**config.mk**
```make
export PLATFORM = sky130hd
export DESIGN_NAME = rar_div_step
export DESIGN_NICKNAME = d
export VERILOG_FILES = /design/src/sv/rar_div_step.sv
export SDC_FILE = /design/constraint.sdc
export NUM_CORES = 1
export LEC_CHECK = 0
export ABC_CLOCK_PERIOD_IN_PS = 9900
export BUFFER_PORTS_ARGS = -buffer_cell sky130_fd_sc_hd__buf_2
export CAP_MARGIN = 20
export CORE_MARGIN = 8
export CORE_UTILIZATION = 56
export CTS_BUF_LIST = sky130_fd_sc_hd__clkbuf_8
export DETAILED_ROUTE_END_ITERATION = 16
export MAX_ROUTING_LAYER = met4
export PLACE_DENSITY = 0.91
export SLEW_MARGIN = 20
export SYNTH_ARGS = -nofsm -noshare
export SYNTH_HDL_FRONTEND = slang
export SYNTH_SLANG_ARGS = --single-unit
```
**constraint.sdc**
```tcl
create_clock -name clk -period 9.9 [get_ports clk]
set_clock_uncertainty 0.15 [all_clocks]
set_input_delay 0.495 -clock clk [delete_from_list [all_inputs] [get_ports clk]]
set_output_delay 0.495 -clock clk [all_outputs]
set_load 0.05 [all_outputs]
```
**src/sv/rar_div_step.sv**
```systemverilog
// rar_div_step: one quotient bit of two restoring divisions by a shared divisor.
// Dividends shift out MSB first while quotient bits shift in; no package use.
`default_nettype none

module rar_div_step #(
  parameter int GW = 33,
  parameter int SW = 8
) (
  input  wire logic          clk,
  input  wire logic          rst_n,
  input  wire logic          en,
  input  wire logic          in_valid,
  input  wire logic [GW-1:0] in_g,
  input  wire logic [GW-1:0] in_a,
  input  wire logic [GW-1:0] in_b,
  input  wire logic [GW-1:0] in_ra,
  input  wire logic [GW-1:0] in_rb,
  input  wire logic [SW-1:0] in_side,
  output logic               out_valid,
  output logic      [GW-1:0] out_g,
  output logic      [GW-1:0] out_a,
  output logic      [GW-1:0] out_b,
  output logic      [GW-1:0] out_ra,
  output logic      [GW-1:0] out_rb,
  output logic      [SW-1:0] out_side
);

  logic          valid_r;
  logic [GW-1:0] g_r, a_r, b_r, ra_r, rb_r;
  logic [SW-1:0] side_r;
  logic [GW:0]   ta, tb;
  logic          qa, qb;
  logic [GW-1:0] a_nxt, b_nxt, ra_nxt, rb_nxt;

  always_comb begin
    ta = {in_ra, in_a[GW-1]};
    tb = {in_rb, in_b[GW-1]};
    qa = (ta >= {1'b0, in_g});
    qb = (tb >= {1'b0, in_g});
    if (qa) ta = ta - {1'b0, in_g};
    if (qb) tb = tb - {1'b0, in_g};
    ra_nxt = ta[GW-1:0];
    rb_nxt = tb[GW-1:0];
    a_nxt  = {in_a[GW-2:0], qa};
    b_nxt  = {in_b[GW-2:0], qb};
  end

  always_ff @(posedge clk) begin
    if (!rst_n) begin
      valid_r <= 1'b0;
    end else if (en) begin
      valid_r <= in_valid;
    end
  end

  always_ff @(posedge clk) begin
    if (en) begin
      g_r    <= in_g;
      a_r    <= a_nxt;
      b_r    <= b_nxt;
      ra_r   <= ra_nxt;
      rb_r   <= rb_nxt;
      side_r <= in_side;
    end
  end

  assign out_valid = valid_r;
  assign out_g     = g_r;
  assign out_a     = a_r;
  assign out_b     = b_r;
  assign out_ra    = ra_r;
  assign out_rb    = rb_r;
  assign out_side  = side_r;

endmodule

`default_nettype wire

```
Yosys cells after proc, flatten, opt, wreduce, memory -nomap -nowiden
Cells that the tools add are included.
Storage, ports and cells
  register bits after elaboration: 174
  input bits: 177
  word-level logic and storage cells: 13
Operators by class
  add/subtract/negate cells: 2
  $lt $le $gt $ge: 2
  mux-type cells: 2
Operators with widths (number)
  34-bit by 33-bit greater-or-equal comparator with 1-bit output: 2
  33-bit two-way mux: 2
  33-bit subtractor: 2

Logic depth before layout (Yosys ltp)
  depth in word-level cells: 2
  mapped depth: 15

Worst setup path after synthesis
OpenSTA, ideal clock, no wires.
  path type: input to register
  from: input in_b[32]
  to: register rb_r[10], in the netlist out_rb[10] (data pin)
  library setup time: 260 ps
  data arrival time: 3520 ps
  data required time: 9490 ps
  slack: 5970 ps
  stages: 15
  buffers on the path: 2
  path through: inv_1 > ha_1 > inv_1 > fa_1 > a21o_1 > a221oi_2 > o221ai_2 > a2111o_1 > a211oi_4 > o31a_4 > o21a_1 > buf_6 > inv_8 > buf_12 > mux2_4
On the way
  word-level cells in the longest chain between the ends: 2
  elaborated cells on any way between the ends: 3
  classes of those cells: add/sub (1); order compare (1); mux (1)
Ends and longest elaborated chain
  from (decl): RTL line 15  | input wire logic [GW-1:0] in_b,
  33-bit subtractor or 34-bit by 33-bit greater-or-equal comparator with 1-bit output (tied branches): RTL line 41, 39
  33-bit two-way mux *: RTL line 41  | if (qb) tb = tb - {1'b0, in_g};
  named net tb[10]: RTL line 31  | logic [GW:0] ta, tb;
  to (signal assigned): RTL line 62  | rb_r <= rb_nxt;
  to (decl): RTL line 29  | logic [GW-1:0] g_r, a_r, b_r, ra_r, rb_r;
Mark *: on every way through the listed nets, which the timed path passes. The rest lies on a longest branch.
A chain may end at the register's enable or synchronous reset.

Worst setup path after layout
  from: input in_b[32]
  to: register rb_r[17], in the netlist out_rb[17] (data pin)
Same word-level chain as after synthesis.

==> metrics.cfg <==
[power]
pwr-share-comb_pct = 35.2
p_seq_share_pct = 42.2
internal_power_w = 0.001340
peakVddDrop_v = 0.0001019
clkPwrFrac_pct = 22.7
leakage_nw = 5.607
power.net_switching_w = 0.0008723
power_w = 0.002212
switching_share_pct = 39.44
power_density_nw_per_um2 = 180.4

[detailed_routing]
wl_per_cell_um = 22.51
drtAntennaViolNets = 0
drc = 0
drt_iter0_markers = 657
num_vias = 8209
avgViaCountPerCell = 5.834
routed_wl_um = 31680
dr.pass1.iters = 5

[setup_path]
rr_endpoint = out_valid
critPathMaxFanout = 27
worstPathRequired_ns = 9.97
worst-r2r-setup-slack_ns = 9.11
cp.arrival_ns = 4.18
path_class = input pin to flip-flop
startpoint_type = input pin
r2r_start = out_valid
end_kind = flip-flop
reg2regPathDepth = 2

[cts]
clock_sinks = 174
htree_levels = 4
cts_tree = built
postCtsSetupRepairBufs = 0
cts.path.max_buffers = 2
cts_buffers = 17
clock_latency_ns = 0.48
clockRootBuffer = clkbuf_8
path_clk_slew_ns = 0.11

[synth]
synth_top_family_by_area = compound AO/OA/AOI/OAI gates
synth_mux_area_share_pct = 6.681
async_flop_share_pct = 0
synth_top_area_cell = edfxtp_1
synthSimpleGateAreaFrac_pct = 8.954
syn_inst = 815
synth_edf_count = 173
ys_top_cells_by_count = edfxtp_1 (173), ha_1 (66), inv_1 (57)
yosysMostFrequentCell = edfxtp_1
synth_flop_cell = edfxtp_1
yosys-top-cells-area = edfxtp_1 (52%), ha_1 (8.3%), mux2_2 (3.3%)
synth_fp_nets = 1060
synth-seq-area-share_pct = 52.64
ys_types = 67
yosys_warnings = 0
syn_area_um2 = 9907
yosys.area.top_type_share_pct = 52.44
ys_ff_latch = 174
synth_fa_ha_area_share_pct = 8.740
syn_area_per_cell_um2 = 12.16
synth_xor_area_share_pct = 4.155
synth-compound-area-share_pct = 15.19

[die]
start_util_pct = 57.28
ios = 351
die-area_um2 = 22200
die_h_um = 149.0
rows = 48
die_w_um = 149.0
core_um2 = 17300

[global_route]
grt-busiest-layer = met2
gr-usage-met1_pct = 31.20
grt_pass1_vias = 8110
grt_use_total_pct = 28.20
grtUsageMet3_pct = 6.978
use_met2_pct = 47.69
grt_pass1_wl_um = 46050
grt_overflow = 0
antenna_found_initial = 4
grt_max_degree = 99

[sta]
hold_ws_ns = 0.02952
setup_tns_ns = 0
hold_viol = 0
final_max_slew_viol_count = 0
fin_crit_sh_pct = 41.50
slew-limit-headroom_pct = 34.68
fmax_mhz = 243.4
final.min_clock_period_ns = 4.109
finalSetupViolCount = 0
worst-slew-pin-transition_ns = 0.9798
rsz0062_at_grt = false

[place]
dp_hpwl_um = 25050
io_buffers = 350
gp_congestion = 0.9252
place_area_um2 = 11830

[final_layout]
nFillCells = 1263
fin_util_pct = 70.88
final_area_um2 = 12260
drive_gt1_share_pct = 38.86
nNetsFinal = 1408
syn_to_final_growth_pct = 23.74

[hold_path]
hold_path.class = input pin to flip-flop
hold_path_end = out_b[28]
holdPathStages = 1
worstHoldStart = in_b[27]

[flow_run]
maxCapViolCount = 0

[status]
run_status = complete, no violations

[what timing repair did]
item,CTS,global route
hold endpoints to repair,0,1
hold buffers,0,1
resized for setup,0,0
[through the flow]
step	setup WS, ns	cells
global route	5.579	1404
floorplan	5.970	815
finish	5.791	1407
detailed placement	5.392	1368
global placement	5.515	1368
CTS	5.871	1400
[cells in the final DEF (no fill, tap or decap), drive strengths merged, types with 4 or more instances in the layout]
master	n
o31ai	10
diode	6
buf	353
o21a	14
or2	7
a31oi	5
o211ai	10
xor2	13
xnor2	34
edfxtp	173
clkinv	6
or3	5
o21bai	5
nand4	16
mux2	48
nor2b	6
nand3	13
o21ai	28
a21oi	51
and3	13
a21o	43
nor3	16
a221oi	4
mux2i	5
inv	67
a31o	7
nor2	47
ha	66
nand2	34
clkbuf	17
a211oi	7
[registers in the layout (all words and copies together) (netlist names)]
register,count
out_valid,1
out_ra,33
out_a,33
out_rb,33
out_b,33
out_side,8
out_g,33
[area by class of cell]
class / instances / area, um2 / area share [%]
diodes: 6 / 15.01 / 0.1225
clock buffers: 17 / 234.0 / 1.909
clock inverters: 15 / 166.4 / 1.357
inverters: 58 / 225.2 / 1.837
multi-input cells: 558 / 4332 / 35.33
flip-flops and latches: 174 / 5215 / 42.54
well taps: 225 / 281.5 / 2.296
repair buffers: 354 / 1790 / 14.60
[per-layer routing]
metal	routed length, um	vias to the layer above
met5	0	-
met3	2785	77
met1	11750	3899
li1	-	3823
met2	15920	410
met4	1225	0
[power by group through the flow]
stage	sequential, W	combinational, W	clock, W
after global placement	0.000945	0.000755	0
after CTS	0.000933	0.000775	0.000509
after global routing	0.000939	0.000818	0.000535
after detailed placement	0.000948	0.000769	0
after floorplan	0.00123	0.000280	0
final	0.000933	0.000778	0.000502
[cell families after synthesis]
family / after synthesis
AOI/OAI and AO/OA: 215
xor gates and xnor gates: 47
adders and majority gates: 68
buffers and inverters: 83
DFF: 174
muxes: 53
and+or+nand+nor: 175
[worst max path at each step]
stage	startpoint	end	slack, ns
floorplan	in_b[32]	out_rb[10]	5.97
global placement	in_b[32]	out_rb[11]	5.51
detailed placement	in_b[32]	out_rb[12]	5.39
CTS	in_b[32]	out_rb[18]	5.87
global route	in_b[32]	out_rb[18]	5.58
finish	in_b[32]	out_rb[17]	5.79
[worst max-delay path: stages]
cell and delay (ns):
buf_2 0.09, inv_1 0.07, ha_1 0.17, inv_1 0.06, fa_1 0.40, a21o_1 0.23
a221oi_2 0.38, o221ai_2 0.21, a2111o_1 0.56, a211oi_4 0.32, o31a_4 0.22, o21a_1 0.41
inv_8 0.19, mux2_4 0.35
Power figures use the tool's default switching activity.
