File: src/sv/rar_gcd_step.sv
// rar_gcd_step: one registered step of the binary GCD.
// Carries an opaque sideband along; no package dependencies.
`default_nettype none

module rar_gcd_step #(
  parameter int GW = 33,
  parameter int KW = 6,
  parameter int SW = 8
) (
  input  wire logic          clk,
  input  wire logic          rst_n,
  input  wire logic          en,
  input  wire logic          in_valid,
  input  wire logic [GW-1:0] in_x,
  input  wire logic [GW-1:0] in_y,
  input  wire logic [KW-1:0] in_k,
  input  wire logic [SW-1:0] in_side,
  output logic               out_valid,
  output logic      [GW-1:0] out_x,
  output logic      [GW-1:0] out_y,
  output logic      [KW-1:0] out_k,
  output logic      [SW-1:0] out_side
);

  logic          valid_r;
  logic [GW-1:0] x_r, x_nxt;
  logic [GW-1:0] y_r, y_nxt;
  logic [KW-1:0] k_r, k_nxt;
  logic [SW-1:0] side_r;

  // Each step shortens x, y or both by at least a bit until one of them is zero.
  always_comb begin
    x_nxt = in_x;
    y_nxt = in_y;
    k_nxt = in_k;
    if (in_x != '0 && in_y != '0) begin
      if (!in_x[0] && !in_y[0]) begin
        x_nxt = in_x >> 1;
        y_nxt = in_y >> 1;
        k_nxt = in_k + KW'(1);
      end else if (!in_x[0]) begin
        x_nxt = in_x >> 1;
      end else if (!in_y[0]) begin
        y_nxt = in_y >> 1;
      end else if (in_x >= in_y) begin
        x_nxt = (in_x - in_y) >> 1;
      end else begin
        y_nxt = (in_y - in_x) >> 1;
      end
    end
  end

  always_ff @(posedge clk) begin
    if (!rst_n) begin
      valid_r <= 1'b0;
    end else if (en) begin
      valid_r <= in_valid;
    end
  end

  always_ff @(posedge clk) begin
    if (en) begin
      x_r    <= x_nxt;
      y_r    <= y_nxt;
      k_r    <= k_nxt;
      side_r <= in_side;
    end
  end

  assign out_valid = valid_r;
  assign out_x     = x_r;
  assign out_y     = y_r;
  assign out_k     = k_r;
  assign out_side  = side_r;

endmodule

`default_nettype wire

File: config.mk
export PLATFORM = sky130hd
export DESIGN_NAME = rar_gcd_step
export DESIGN_NICKNAME = d
export VERILOG_FILES = /design/src/sv/rar_gcd_step.sv
export SDC_FILE = /design/constraint.sdc
export NUM_CORES = 1
export LEC_CHECK = 0
export BUFFER_PORTS_ARGS = -buffer_cell sky130_fd_sc_hd__buf_2
export CAP_MARGIN = 20
export CORE_MARGIN = 5
export CORE_UTILIZATION = 51
export CTS_CLUSTER_DIAMETER = 60
export CTS_CLUSTER_SIZE = 10
export DETAILED_ROUTE_END_ITERATION = 10
export PLACE_DENSITY = 0.82
export SETUP_SLACK_MARGIN = 0.05
export SYNTH_ARGS = -nofsm -noshare
export SYNTH_HDL_FRONTEND = slang
export SYNTH_SLANG_ARGS = --single-unit
File: constraint.sdc
create_clock -name clk -period 3.3 [get_ports clk]
set_input_delay 0.33 -clock clk [delete_from_list [all_inputs] [get_ports clk]]
set_output_delay 0.33 -clock clk [all_outputs]
set_load 0.01 [all_outputs]
Yosys cells after proc, flatten, opt, wreduce, memory -nomap -nowiden
Index checks and enable logic that the tools add are counted.

$add $sub $neg: 3. Magnitude comparators: 1. Muxes and demuxes: 12. Reductions and logical operators: 6.

Operator list (count): 33-bit two-way mux (10); 33-bit nonzero test (2); 33-bit subtractor (2); 33-bit greater-or-equal comparator (1); 6-bit two-way mux (2); 6-bit by 1-bit adder with 6-bit output (second input constant) (1); 1-bit logical AND (2); 1-bit zero test (2).

Flip-flop bits (word level): 81.

Depth between registers and ports, before layout
Depth after elaboration: 6. Gate-level depth with buffers: 14. Depth with buffers taken out: 12.

Worst setup path before layout
Ideal clock, no wire load.

Path type: input -> register. Start: in in_y[0]. End: reg y_r[31], in the netlist out_y[31], data pin. Library setup time: 0.265 ns. Arrival: 2.905 ns. Required time: 3.035 ns. Setup slack: 0.130 ns. Cell stages on the path: 13. Buffers on the path: 1. Path through: clkinv_1 -> clkbuf_1 -> ha_1 -> fa_1 -> nor2b_1 -> o31a_1 -> o21ai_2 -> o221ai_2 -> a21oi_1 -> o221a_2 -> o21ai_0 -> xnor2_1 -> a21oi_1.

Longest elaborated chain between the ends: 6.

Ends and longest elaborated chain: start: declaration (line 15) `input wire logic [GW-1:0] in_y,`; 33-bit subtractor or 33-bit greater-or-equal comparator (tied branches) (line 48, 45); 33-bit two-way mux (line 45) `end else if (in_x >= in_y) begin`; 33-bit two-way mux (line 43) `end else if (!in_y[0]) begin`; 33-bit two-way mux (line 41) `end else if (!in_x[0]) begin`; 33-bit two-way mux (line 37) `if (!in_x[0] && !in_y[0]) begin`; 33-bit two-way mux * (line 36) `if (in_x != '0 && in_y != '0) begin`; named net y_nxt[31] (line 27) `logic [GW-1:0] y_r, y_nxt;`; end signal: assignment (line 64) `y_r <= y_nxt;`; end: declaration (line 27).

The timed path passes the listed nets; every way through them passes the cells marked *. A chain may end at the register's enable or synchronous reset.

Worst setup path in the final report
Start: in in_x[2]. End: reg y_r[28], in the netlist out_y[28], data pin.

Longest elaborated chain between the ends: 6.

Ends and longest elaborated chain: start: declaration (line 14) `input wire logic [GW-1:0] in_x,`; 33-bit subtractor or 33-bit greater-or-equal comparator (tied branches) (line 48, 45); 33-bit two-way mux (line 45); 33-bit two-way mux (line 43); 33-bit two-way mux (line 41); 33-bit two-way mux (line 37); 33-bit two-way mux * (line 36); named net y_nxt[28] (line 27).

Marks and branches as above.

==> metrics.md <==
| Metric | Value |
|---|---|
| Outcome | completed |
| Pleak | 4.65 nW |
| Switching pwr | 1.51 mW |
| GP Congestion | 1.07 |
| CP endpoint kind | flip-flop |
| PnR Total Power | 4.21 mW |
| Period minus WS final | 3110 ps |
| Vias in the first global route | 8504 |
| Die ar. | 17900 µm² |
| Cell row count | 45 |
| Max-slew violation count | 0 |
| Drt pass-1 iters | 6 |
| DPL Wire Length | 25.9 mm |
| Via density | 6.48 |
| Commonest cells post-synth | a21oi_1 (107), edfxtp_1 (80), inv_1 (78), nand2_1 (68) |
| Biggest area consumer among synthesized cells | edfxtp_1 |
| IO Pins | 165 |
| Clock power frac | 29.4% |
| Post-synthesis sequential area ratio | 31.0% |
| Clock sinks | 81 |
| Grt ovf | 0 |
| Clock Tree Buf Depth | 2 |
| Prevailing post-synth register cell | edfxtp_1 |
| Die Wd | 134 µm |
| Number of max-cap violations | 0 |
| Fmax | 321 MHz |
| # resized after CTS | 1 |
| Clock skew | 0 ps |
| RSZ-0062 raised after global routing | true |
| Switch share | 35.9% |
| Ys Warns | 0 |
| Final wirelength | 32.7 mm |
| Max IR drop VDD | 0.000223 V |
| # Post-CTS Setup Buffers | 0 |
| Crit Path Class | in2reg |
| Post-synthesis register bit count | 81 |
| Starting Density | 51.7% |
| Setup ws final | 185 ps |
| Worst r2r src | out_valid$_SDFFE_PN0P_ |
| FFs w/ async S/R, synth | 0% |
| Worst setup startpoint | in_x[2] |
| Pint | 2.70 mW |
| Via count | 9011 |
| Final routed DRC violation total | 0 |
| Logic gate share of total power | 39.8% |
| Synth cell types | 77 |
| H-tree levels | 3 |
| Max-slew headroom | 28.2% |
| Fin cells | 1391 |
| Initial antenna violation count | 3 |
| Reg power frac | 30.8% |
| Layout cells sized above 1 | 29.0% |
| Gate Count Post-Synth | 929 |
| First-pass GRT wire length | 48.8 mm |
| Maximum fanout along the worst path | 8 |
| Final setup TNS | 0 ps |
| Syn Std Cell Area | 7820 µm² |
| Arrival time of the worst setup path | 3260 ps |
| Post-route antenna net violation count | 0 |
| Ranking of synthesized cells by area | edfxtp_1 (31%), ha_1 (11%), a21oi_1 (6.8%), xnor2_1 (4.6%), inv_1 (3.7%) |
| Placed cell count | 1374 |
| # port buffers | 164 |
| Fin crit share | 94.4% |
| Drt wl/cell | 23.5 µm |
| Pwr/cell area | 415 nW/µm² |
| Clk root buf | clkbuf_16 |
| Clock tree from TritonCTS | yes |
| Total CTS buffers | 9 |
| Largest net degree at the start of global routing | 82 |
| Final Setup Violations | 0 |
| Cts-stage hold buffer count | 0 |
| Final nets | 1350 |
| Worst hold start | in_side[7] |
| Synth Area per Inst | 8.42 µm² |
| Core area | 15100 µm² |
| Count leader, synth | a21oi_1 |
| Die H | 134 µm |
| Worst-Skew Late Latency | 350 ps |
| Post-synth EDFFs | 80 |
| GRT Total Usage | 35.2% |
| Slew @ Worst Pin | 1080 ps |
| Area growth, synth to finish | 29.5% |
| Fin. Hold Viols | 0 |
| Dpl ws | -339 ps |
| Worst setup SP type | input pin |
| Final design utilization | 66.9% |
| Min-delay worst type | in2reg |
| Synth Net Count | 1082 |
| Clock transition at path regs | 70 ps |
| 1st-iter DRT viols | 1785 |
| Req. time, crit path | 3450 ps |
| Share of the synthesized area in the top cell type | 30.7% |
-- final cells by class --
class / count / area, µm²
Timing Repair Buffer: 309 / 1940
Antenna cell: 1 / 2.50
Clock buffer: 9 / 225
Clock inverter: 7 / 130
Sequential cell: 81 / 2420
Multi-Input combinational cell: 717 / 4880
Inverter: 79 / 297
Tap cell: 188 / 235
Fill cell: 1248 / 5010
-- state kept, by name (all words and copies together), names as in the netlist --
name and cells:
out_x 33, out_y 33, out_side 8, out_k 6, out_valid 1
-- power groups by stage --
| stage | Sequential, mW | Clock [mW] | Combinational [mW] |
|---|---|---|---|
| global route | 1.31 | 1.28 | 1.77 |
| CTS | 1.30 | 1.24 | 1.61 |
| floorplan | 1.38 | 0 | 0.814 |
| detailed placement | 1.32 | 0 | 1.59 |
| finish | 1.30 | 1.24 | 1.68 |
| global placement | 1.31 | 0 | 1.60 |
-- path summary, 6_finish.rpt --
path | end | slack, ps | depth (start not counted)
worst max-delay path | out_y[28]$_DFFE_PP_ | 190 | 14
worst min-delay path | out_side[7]$_DFFE_PP_ | 150 | 1
worst max register to register | out_valid$_SDFFE_PN0P_ | 2690 | 2
worst min register to register | out_valid$_SDFFE_PN0P_ | 540 | 2
-- routing by layer --
metal | GRT usage, % | part of all wire [%] | up-vias
li1 | - | - | 4003
met1 | 49.5 | 39 | 4196
met2 | 53.2 | 43 | 710
met3 | 9.15 | 14 | 98
met4 | 11.4 | 3.3 | 4
met5 | 0 | 0.064 | -
-- critical path, stage by stage --
cell      delay, ps
buf_2           130
inv_1            70
ha_1            380
a21oi_1         220
a21oi_1         140
o311ai_1        370
buf_4           190
nand2_1          60
a21oi_1         210
o21ai_1         200
a221oi_2        430
buf_4           170
xor2_1           70
o31ai_1         280
-- placed cells by master, fill, tap and decap left out, types with 9 or more instances in the layout --
| cell type | Yosys | routed |
|---|---|---|
| buf_2 | 18 | 163 |
| buf_4 | 3 | 144 |
| a21oi_1 | 107 | 105 |
| edfxtp_1 | 80 | 80 |
| inv_1 | 78 | 78 |
| nand2_1 | 68 | 68 |
| nor2_1 | 67 | 67 |
| ha_1 | 67 | 67 |
| o21ai_0 | 51 | 51 |
| xnor2_1 | 41 | 41 |
| a21o_1 | 25 | 25 |
| xor2_1 | 22 | 22 |
| o22ai_1 | 20 | 20 |
| a31oi_1 | 19 | 19 |
| nor4_1 | 17 | 17 |
| nand3_1 | 16 | 16 |
| nand4_1 | 16 | 16 |
| nor3_1 | 13 | 13 |
| a22oi_1 | 13 | 13 |
| nor2b_1 | 11 | 11 |
| a222oi_1 | 11 | 11 |
| a221oi_1 | 11 | 10 |
| clkbuf_16 | 0 | 9 |
-- through the flow --
| step | hold WS, ps | area (µm²) |
|---|---|---|
| after floorplan | 429 | 7820 |
| after global placement | 504 | 9740 |
| after detailed placement | 508 | 9740 |
| after CTS | 147 | 10100 |
| after global routing | 153 | 10100 |
| final | 149 | 10100 |
-- cells by family after synthesis --
logic type / synth area share (%)
fa+ha+maj: 11.2
compound gates: 29.1
xor+xnor: 7.05
mux: 0.256
flops: 31.0
buf+inv: 7.00
simple gates: 14.4
(Power assumes the default switching activity.)
